==> config.mk <==
export PLATFORM = sky130hd
export DESIGN_NAME = checksummed_frame_receiver_top
export DESIGN_NICKNAME = d
export VERILOG_FILES = /design/src/hw/rtl/cfr_pkg.sv /design/src/hw/rtl/checksummed_frame_receiver_top.sv
export SDC_FILE = /design/constraint.sdc
export NUM_CORES = 1
export LEC_CHECK = 0
export BUFFER_PORTS_ARGS = -buffer_cell sky130_fd_sc_hd__buf_2
export CORE_ASPECT_RATIO = 1.25
export CORE_UTILIZATION = 40
export DETAILED_ROUTE_END_ITERATION = 8
export PLACE_DENSITY = 0.7
export SYNTH_ARGS = -nofsm -noshare
export SYNTH_HDL_FRONTEND = slang
export SYNTH_SLANG_ARGS = --single-unit
==> constraint.sdc <==
create_clock -name clk -period 2.1 [get_ports clk]
set_input_delay 0.105 -clock clk [delete_from_list [all_inputs] [get_ports clk]]
set_output_delay 0.105 -clock clk [all_outputs]
set_load 0.02 [all_outputs]
==> src/hw/rtl/cfr_pkg.sv <==
// ----------------------------------------------------------------------------
// cfr_pkg
// Types and constants shared by the checksummed frame receiver.
// ----------------------------------------------------------------------------
`default_nettype none

package cfr_pkg;

  // Size of the message buffer that bounds the length byte.
  localparam int MESSAGE_SIZE = 256;
  localparam int LEN_LIMIT    = MESSAGE_SIZE - 3;

  localparam logic [7:0] RESEND_MASK = 8'h80;
  localparam logic [6:0] CODE_MASK   = 7'h7f;

  // Fixed-frame header codes outside the printable range.
  localparam logic [6:0] HDR_NUL     = 7'h00;
  localparam logic [6:0] HDR_EOT     = 7'h04;
  localparam logic [6:0] HDR_BEL     = 7'h07;
  localparam logic [6:0] HDR_ETB     = 7'h17;
  // Lowest printable header code, lowest variable-length header code.
  localparam logic [6:0] HDR_PRINT   = 7'h20;
  localparam logic [6:0] HDR_VAR     = 7'h60;

  typedef enum logic [3:0] {
    PH_HEADER    = 4'b0001,
    PH_FIXED_SUM = 4'b0010,
    PH_LENGTH    = 4'b0100,
    PH_PAYLOAD   = 4'b1000
  } phase_t;

  typedef struct packed {
    logic       ack;
    logic       checksum_bad;
    logic [6:0] frame_code;
    logic       resend;
    logic [7:0] payload_count;
  } result_t;

endpackage

`default_nettype wire

==> src/hw/rtl/checksummed_frame_receiver_top.sv <==
// ----------------------------------------------------------------------------
// checksummed_frame_receiver_top
// Byte-stream frame receiver with 8-bit additive checksum check.
// ----------------------------------------------------------------------------
// Takes one received word per cycle while results drain and returns exactly
// one result word for every input word, in the cycle after acceptance. Frames are
// header [length payload...] checksum; the checksum is the wrapping 8-bit sum
// of all earlier frame bytes. A match raises ack with the header code, resend
// bit and payload length; a mismatch raises checksum_bad. All decoding and the
// 8-bit add happen in the accepting cycle; a single output register holds the
// result, and a new word is taken whenever that register is empty or being
// drained, so the sustained rate is one word per cycle.
`default_nettype none

module checksummed_frame_receiver_top (
  input  wire logic       clk,
  input  wire logic       rst_n,
  input  wire logic       in_valid,
  output logic            in_ready,
  input  wire logic [7:0] in_rx_byte,
  output logic            out_valid,
  input  wire logic       out_ready,
  output logic            out_ack,
  output logic            out_checksum_bad,
  output logic [6:0]      out_frame_code,
  output logic            out_resend,
  output logic [7:0]      out_payload_count
);

  cfr_pkg::phase_t  phase_r, phase_nxt;
  logic [7:0]       held_header_r, held_header_nxt;
  logic [7:0]       expected_count_r, expected_count_nxt;
  logic [7:0]       seen_count_r, seen_count_nxt;
  logic [7:0]       running_sum_r, running_sum_nxt;
  cfr_pkg::result_t result_r, result_nxt;
  logic             out_valid_r;
  logic             accept;

  logic [6:0] code;
  logic       hdr_ok;
  logic       hdr_var;
  logic       len_too_big;
  logic       sum_match;

  assign in_ready = !out_valid_r || out_ready;
  assign accept   = in_valid && in_ready;

  assign code        = in_rx_byte[6:0] & cfr_pkg::CODE_MASK;
  assign hdr_ok      = (code == cfr_pkg::HDR_NUL) || (code == cfr_pkg::HDR_EOT) ||
                       (code == cfr_pkg::HDR_BEL) || (code == cfr_pkg::HDR_ETB) ||
                       (code >= cfr_pkg::HDR_PRINT);
  assign hdr_var     = code >= cfr_pkg::HDR_VAR;
  assign len_too_big = {1'b0, in_rx_byte} >= 9'(cfr_pkg::LEN_LIMIT);
  assign sum_match   = in_rx_byte == running_sum_r;

  always_comb begin
    phase_nxt          = phase_r;
    held_header_nxt    = held_header_r;
    expected_count_nxt = expected_count_r;
    seen_count_nxt     = seen_count_r;
    running_sum_nxt    = running_sum_r;
    result_nxt         = '0;

    unique case (phase_r)
      cfr_pkg::PH_HEADER: begin
        if (hdr_ok) begin
          held_header_nxt    = in_rx_byte;
          running_sum_nxt    = in_rx_byte;
          expected_count_nxt = '0;
          seen_count_nxt     = '0;
          phase_nxt          = hdr_var ? cfr_pkg::PH_LENGTH : cfr_pkg::PH_FIXED_SUM;
        end
      end
      cfr_pkg::PH_LENGTH: begin
        if (len_too_big) begin
          phase_nxt          = cfr_pkg::PH_HEADER;
          held_header_nxt    = '0;
          expected_count_nxt = '0;
          seen_count_nxt     = '0;
          running_sum_nxt    = '0;
        end else begin
          expected_count_nxt = in_rx_byte;
          seen_count_nxt     = '0;
          running_sum_nxt    = running_sum_r + in_rx_byte;
          phase_nxt          = cfr_pkg::PH_PAYLOAD;
        end
      end
      cfr_pkg::PH_FIXED_SUM, cfr_pkg::PH_PAYLOAD: begin
        if (phase_r == cfr_pkg::PH_PAYLOAD && seen_count_r < expected_count_r) begin
          running_sum_nxt = running_sum_r + in_rx_byte;
          seen_count_nxt  = seen_count_r + 8'd1;
        end else begin
          // final byte of the frame: compare and return to header hunt
          if (sum_match) begin
            result_nxt.ack           = 1'b1;
            result_nxt.frame_code    = held_header_r[6:0] & cfr_pkg::CODE_MASK;
            result_nxt.resend        = |(held_header_r & cfr_pkg::RESEND_MASK);
            result_nxt.payload_count = expected_count_r;
          end else begin
            result_nxt.checksum_bad  = 1'b1;
          end
          phase_nxt          = cfr_pkg::PH_HEADER;
          held_header_nxt    = '0;
          expected_count_nxt = '0;
          seen_count_nxt     = '0;
          running_sum_nxt    = '0;
        end
      end
      default: begin
        phase_nxt = cfr_pkg::PH_HEADER;
      end
    endcase
  end

  always_ff @(posedge clk) begin
    if (!rst_n) begin
      phase_r          <= cfr_pkg::PH_HEADER;
      held_header_r    <= '0;
      expected_count_r <= '0;
      seen_count_r     <= '0;
      running_sum_r    <= '0;
      out_valid_r      <= 1'b0;
    end else begin
      if (accept) begin
        phase_r          <= phase_nxt;
        held_header_r    <= held_header_nxt;
        expected_count_r <= expected_count_nxt;
        seen_count_r     <= seen_count_nxt;
        running_sum_r    <= running_sum_nxt;
        out_valid_r      <= 1'b1;
      end else if (out_ready) begin
        out_valid_r      <= 1'b0;
      end
    end
  end

  always_ff @(posedge clk) begin
    if (accept) begin
      result_r <= result_nxt;
    end
  end

  assign out_valid         = out_valid_r;
  assign out_ack           = result_r.ack;
  assign out_checksum_bad  = result_r.checksum_bad;
  assign out_frame_code    = result_r.frame_code;
  assign out_resend        = result_r.resend;
  assign out_payload_count = result_r.payload_count;

endmodule

`default_nettype wire

==> results.json, run 1 <==
{
  "fp-row-count": 34,
  "syn_area_per_cell_um2": 9.54,
  "synth_compound_area_share_pct": 14.5,
  "yosys-top-cells-area": "dfxtp_1, edfxtp_1, mux2i_1, ha_1, nand2_1",
  "drc": 0,
  "pwr-share-seq_pct": 53.4,
  "grt.overflow.total": 0,
  "ir_worst_vdd_uv": 374,
  "yosys_warnings": 0,
  "ios": 32,
  "cp_max_fo": 5,
  "gp_congestion": 0.841,
  "start_util_pct": 41.7,
  "total_power_w": 0.00221,
  "final_hold_viol_count": 0,
  "fin_ws_ps": 1.07,
  "dp_slack_ps": -26.3,
  "synth_edf_count": 18,
  "design.die.area_mm2": 0.00767,
  "vias": 2439,
  "p_sw_share_pct": 28.3,
  "synth_area_mm2": 0.00293,
  "r2r_setup_slack_ps": 1,
  "synth_top_area_share_pct": 25.3,
  "cts.sinks": 55,
  "start_kind": "flop",
  "rsz0062_at_grt": "yes",
  "critPathArrivalTime_ps": 2300,
  "worstMarginPinSlew_ps": 620,
  "drt-total-wl_mm": 6.48,
  "synth.distinct_cells": 50,
  "antenna_cells": 0,
  "synth_top_family_by_area": "simple AND/OR/NAND/NOR gates",
  "num-nets-final": 390,
  "yosys.area.top_type": "dfxtp_1",
  "die_h_um": 97.7,
  "drive_above_1_share_pct": 28.4,
  "power_frac_clock_pct": 26.4,
  "portBuffers": 31,
  "hp-class": "in2reg",
  "syn_nets": 335,
  "power.internal_w": 0.00158,
  "synthFlopType": "dfxtp_1",
  "antenna_found_initial": 0,
  "synthAdderAreaFrac_pct": 7.09,
  "synth.area.mux_share_pct": 6.83,
  "root_buffer": "clkbuf_8",
  "core_area_mm2": 0.00702,
  "synth_xor_area_share_pct": 1.49,
  "switchingPower_w": 0.000625,
  "setup_viol": 0,
  "synth-seq-area-share_pct": 43.7,
  "async_reset_ff_share_pct": 0,
  "fin_worst_skew_ps": 4.62,
  "dp.final_hpwl_mm": 4.58,
  "leakage_nw": 1.45,
  "wl_per_cell_um": 14.3,
  "combPwrFrac_pct": 20.2,
  "numCtsBuffers": 5,
  "synthSimpleGateAreaFrac_pct": 22.5,
  "vias_per_cell": 5.38,
  "clk_latency_ps": 300,
  "slew_viol_final": 0,
  "grt_pass1_wl_mm": 10.9,
  "p_per_area_mw_per_mm2": 615,
  "fmax_ghz": 0.476,
  "grt_pass1_vias": 2407,
  "cts_tree": "built",
  "synth_seq_cells": 55,
  "worstSetupEndpointType": "flop",
  "grt_util_all_layers_pct": 17.6,
  "synth_cells": 307,
  "max-slew-margin-rel_pct": 58.6,
  "cp.required_ps": 2300,
  "drt_first_pass_iters": 4,
  "cts_hold_buf": 0,
  "status": "finished, final reports clean",
  "ant_nets": 0,
  "h-tree-depth": 2,
  "fp.dieW_um": 78.6,
  "area_growth_pct": 22.4,
  "min_period_ps": 2100,
  "critPathKind": "reg2reg",
  "clk_pin_slew_ps": 100,
  "timing.final.crit_share_pct": 99.9,
  "fin_area_mm2": 0.00359,
  "cts.path.max_buffers": 2,
  "placement.cell_area_mm2": 0.00333,
  "grt_max_degree": 24,
  "cap_violations": 0,
  "drt_iter0_markers": 138
}
[cell usage after synthesis, types with 4 or more instances]
| master | number |
|---|---|
| nand3b_1 | 4 |
| mux2i_1 | 20 |
| a21boi_0 | 4 |
| a21oi_1 | 6 |
| and3_1 | 4 |
| edfxtp_1 | 18 |
| o21a_1 | 5 |
| o22ai_1 | 7 |
| nand2_1 | 43 |
| nor4_1 | 9 |
| nor2_1 | 8 |
| dfxtp_1 | 37 |
| o211ai_1 | 4 |
| a31oi_1 | 8 |
| ha_1 | 15 |
| inv_1 | 15 |
| and2_1 | 12 |
| clkbuf_1 | 8 |
| nor2b_1 | 6 |
| o21ai_0 | 19 |
| nand2b_1 | 4 |
| nand3_1 | 12 |
[cells by family (layout without fill, tap and decap cells)]
kind of cell               Yosys count  count (layout)
AOI/OAI and AO/OA                   63              63
buffers and inverters               28              84
adders and majority gates           16              16
xor gates and xnor gates             5               5
DFF                                 55              55
muxes                               20              20
and+or+nand+nor                    120             120
[final cells by class]
type                    count  area (um2)
flip-flops and latches     55        1290
fillers                   644        3430
repair buffers             61         408
well taps                  90         113
inverters                  15        56.3
clock buffers               5        68.8
multi-input cells         224        1630
clock inverters             3        20.0
[through the flow]
| step | utilization (%) | setup TNS [ps] | std cells | hold WS, ps |
|---|---|---|---|---|
| after detailed placement | 47.5 | -132 | 439 | 371 |
| after CTS | 49.2 | -0.0779 | 448 | 45.5 |
| final | 51.1 | 0 | 453 | 51.0 |
| after global routing | 51.1 | -281 | 453 | 70.8 |
| after floorplan | - | 0 | 307 | 244 |
| after global placement | 47.5 | 0 | 439 | 368 |
[flip-flops by register name (all words and copies together), names as in the netlist]
register,cells
out_valid,1
out_frame_code,7
expected_count_r,8
phase_r,4
out_resend,1
out_checksum_bad,1
running_sum_r,8
held_header_r,8
seen_count_r,8
out_payload_count,8
out_ack,1
[routing by layer]
| metal | wire length (um) | vias up | track usage, % | part of all wire, % |
|---|---|---|---|---|
| li1 | - | 1217 | - | - |
| met1 | 2900 | 1160 | 22.1 | 45 |
| met2 | 3220 | 53 | 30.4 | 50 |
| met3 | 263 | 9 | 3.57 | 4.1 |
| met4 | 95 | 0 | 4.70 | 1.5 |
| met5 | 0 | - | 0 | 0 |
[layout by cell type (no fill, tap or decap), types with 2 or more instances in the layout]
cell and n:
edfxtp_1 18, or3b_2 2, ha_4 4, a211o_1 2
nor3b_1 3, nor2_1 8, nand2b_1 4, xor2_1 3
and2_1 9, o22ai_1 7, and3_1 4, a31oi_1 8
buf_2 31, nor4_2 2, nand3_1 12, buf_6 4
ha_2 2, and2_4 3, nor3_1 2, a21boi_0 3
o21ai_0 15, o21ai_1 4, xnor2_1 2, o21a_1 5
inv_2 4, ha_1 9, buf_4 25, mux2i_1 20
inv_1 11, nor4_1 7, nor2b_1 5, clkbuf_8 5
dfxtp_2 9, o211a_1 2, nand3b_1 4, a21oi_1 5
o211ai_1 4, dfxtp_1 28, nand2_1 43
[power by group through the flow]
stage	Combinational, W	Clock [W]	Sequential (W)
3_5_place_dp	0.000420	0	0.00120
4_1_cts	0.000425	0.000604	0.00118
5_1_grt	0.000491	0.000638	0.00119
2_1_floorplan	0.000277	0	0.00122
3_3_place_gp	0.000414	0	0.00120
6_report	0.000446	0.000583	0.00118
[worst paths after layout]
kind                                     startpoint               end  depth (start not counted)
worst max register to register  expected_count_r[5]        phase_r[2]                         10
worst min register to register     held_header_r[5]  held_header_r[5]                          2
worst max-delay path            expected_count_r[5]        phase_r[2]                         10
worst min-delay path                       in_valid         out_valid                          3
[critical path, cell delays in order, from the launching register on]
cell and delay [ps]:
dfxtp_2 340, inv_1 70, ha_4 270, and4_1 170
o21ai_1 60, o211a_1 310, buf_6 150, a211oi_2 210
buf_4 170, mux2i_1 190, nor2b_1 70
[timing repair]
item | CTS | global route
resized for setup | 9 | 29
hold endpoints to repair | 0 | 0
buffers inserted | 1 | 5
setup endpoints to repair | 30 | 53
pin swaps | 2 | 18
Note: power is estimated with default switching activity, not from simulation.
==> inputs of run 2 (changes only) <==
--- a/config.mk
+++ b/config.mk
@@ -6,10 +6,12 @@
 export NUM_CORES = 1
 export LEC_CHECK = 0
 export BUFFER_PORTS_ARGS = -buffer_cell sky130_fd_sc_hd__buf_2
+export CELL_PAD_IN_SITES_DETAIL_PLACEMENT = 0
+export CELL_PAD_IN_SITES_GLOBAL_PLACEMENT = 1
 export CORE_ASPECT_RATIO = 1.25
 export CORE_UTILIZATION = 40
 export DETAILED_ROUTE_END_ITERATION = 8
-export PLACE_DENSITY = 0.7
+export PLACE_DENSITY = 0.84
 export SYNTH_ARGS = -nofsm -noshare
 export SYNTH_HDL_FRONTEND = slang
 export SYNTH_SLANG_ARGS = --single-unit
==> results.json, run 2 (synthesis results as in run 1) <==
{
  "design.die.area_mm2": 0.00767,
  "cp.required_ps": 2170,
  "slew_viol_final": 0,
  "drt-total-wl_mm": 7.03,
  "worstMarginPinSlew_ps": 667,
  "cts_hold_buf": 0,
  "grt_pass1_vias": 2280,
  "grt_pass1_wl_mm": 11.1,
  "final_hold_viol_count": 0,
  "cap_violations": 0,
  "portBuffers": 31,
  "drive_above_1_share_pct": 32.9,
  "dp.final_hpwl_mm": 4.92,
  "core_area_mm2": 0.00702,
  "ant_nets": 0,
  "die_h_um": 97.7,
  "fin_worst_skew_ps": 14.2,
  "antenna_found_initial": 0,
  "place_inst": 446,
  "clk_latency_ps": 310,
  "grt.overflow.total": 0,
  "h-tree-depth": 2,
  "num-nets-final": 399,
  "start_kind": "flop",
  "critPathKind": "reg2reg",
  "cts.path.max_buffers": 2,
  "vias": 2486,
  "cts.sinks": 55,
  "fp.dieW_um": 78.6,
  "dr_wl_met2_mm": 3.58,
  "cts_tree": "built",
  "start_util_pct": 41.7,
  "root_buffer": "clkbuf_8",
  "wl_per_cell_um": 15.2,
  "rsz0062_at_grt": "yes",
  "hp-class": "in2reg",
  "layout_commonest_cell": "nand2_1",
  "ir_worst_vdd_uv": 360,
  "p_per_area_mw_per_mm2": 614,
  "min_period_ps": 2100,
  "highest_layer": "met4",
  "drc": 0,
  "max-slew-margin-rel_pct": 55.5,
  "numCtsBuffers": 5,
  "gp_congestion": 0.834,
  "final_cell_mix": "nand2_1, buf_4, buf_2",
  "antenna_cells": 0,
  "cp_max_fo": 5,
  "fin_ws_ps": -0.282,
  "timing.final.crit_share_pct": 100,
  "status": "finished with violations",
  "final_cells": 461,
  "critPathArrivalTime_ps": 2170,
  "routed-wl-met3_um": 272,
  "fmax_ghz": 0.476,
  "area_growth_pct": 28.5,
  "clk_pin_slew_ps": 100,
  "failed_checks": "setup timing",
  "dp_slack_ps": -153,
  "m1WireLength_mm": 3.06,
  "grt_max_degree": 19,
  "ios": 32,
  "drt_first_pass_iters": 4,
  "worstSetupEndpointType": "flop",
  "setup_viol": 1,
  "drt_iter0_markers": 132,
  "leakage_nw": 1.52,
  "vias_per_cell": 5.39,
  "fp-row-count": 34,
  "grt_util_all_layers_pct": 18.4
}
run 2: cell count changes in the layout (fill, tap and decap cells not counted), sizes merged:
cell	delta
nor3	+1
buf	+7
bufinv	+1
clkbuf	+1
clkinv	-2
run 2: layout make-up:
cell class / count / area [um2]
Tap cell: 90 / 113
Multi-Input combinational cell: 225 / 1720
Fill cell: 633 / 3250
Inverter: 15 / 56.3
Sequential cell: 55 / 1290
Timing Repair Buffer: 69 / 477
Clock buffer: 5 / 68.8
Clock inverter: 2 / 37.5
run 2: worst max-delay path, stage by stage (launching register included):
cell	delay, ps
dfxtp_2	350
inv_2	50
ha_4	210
a211o_1	250
a31oi_1	190
o211a_1	300
and2_4	270
clkbuf_16	180
nor4_2	50
run 2: final timing paths:
| path | slack, ps | cells past startpoint | start | to |
|---|---|---|---|---|
| min | 60 | 3 | in_valid | out_valid |
| max reg2reg | -0.3 | 8 | expected_count_r[2] | out_payload_count[6] |
| min reg2reg | 460 | 2 | held_header_r[6] | held_header_r[6] |
| max | -0.3 | 8 | expected_count_r[2] | out_payload_count[6] |
run 2: where the power goes:
group / switching, W / internal, W / total (W)
Clock: 0.000346 / 0.000349 / 0.000695
Sequential: 0.0000232 / 0.00115 / 0.00117
Combinational: 0.000255 / 0.000188 / 0.000443
run 2: layer usage:
layer | vias to the layer above | GRT usage (%)
met5 | - | 0
met4 | 0 | 4.84
met3 | 10 | 2.44
met2 | 54 | 31.3
met1 | 1186 | 24.2
li1 | 1236 | -
run 2: what timing repair did:
action	in CTS	in global routing
endpoints found under the setup margin	47	51
gates cloned	0	2
buffers inserted	0	6
resized for setup	15	42
pin swaps	8	26
run 2: per-stage QoR:
step                utilization [%]  setup TNS [ps]  hold slack [ps]  area, um2  total power (W)
floorplan                         -               0              244       2930          0.00150
global placement               48.1            -775              363       3370          0.00161
detailed placement             48.1           -3050              381       3370          0.00162
CTS                            50.4               0             61.1       3540          0.00231
global route                   53.6           -1330             79.0       3760          0.00242
finish                         53.6          -0.282             62.5       3760          0.00231
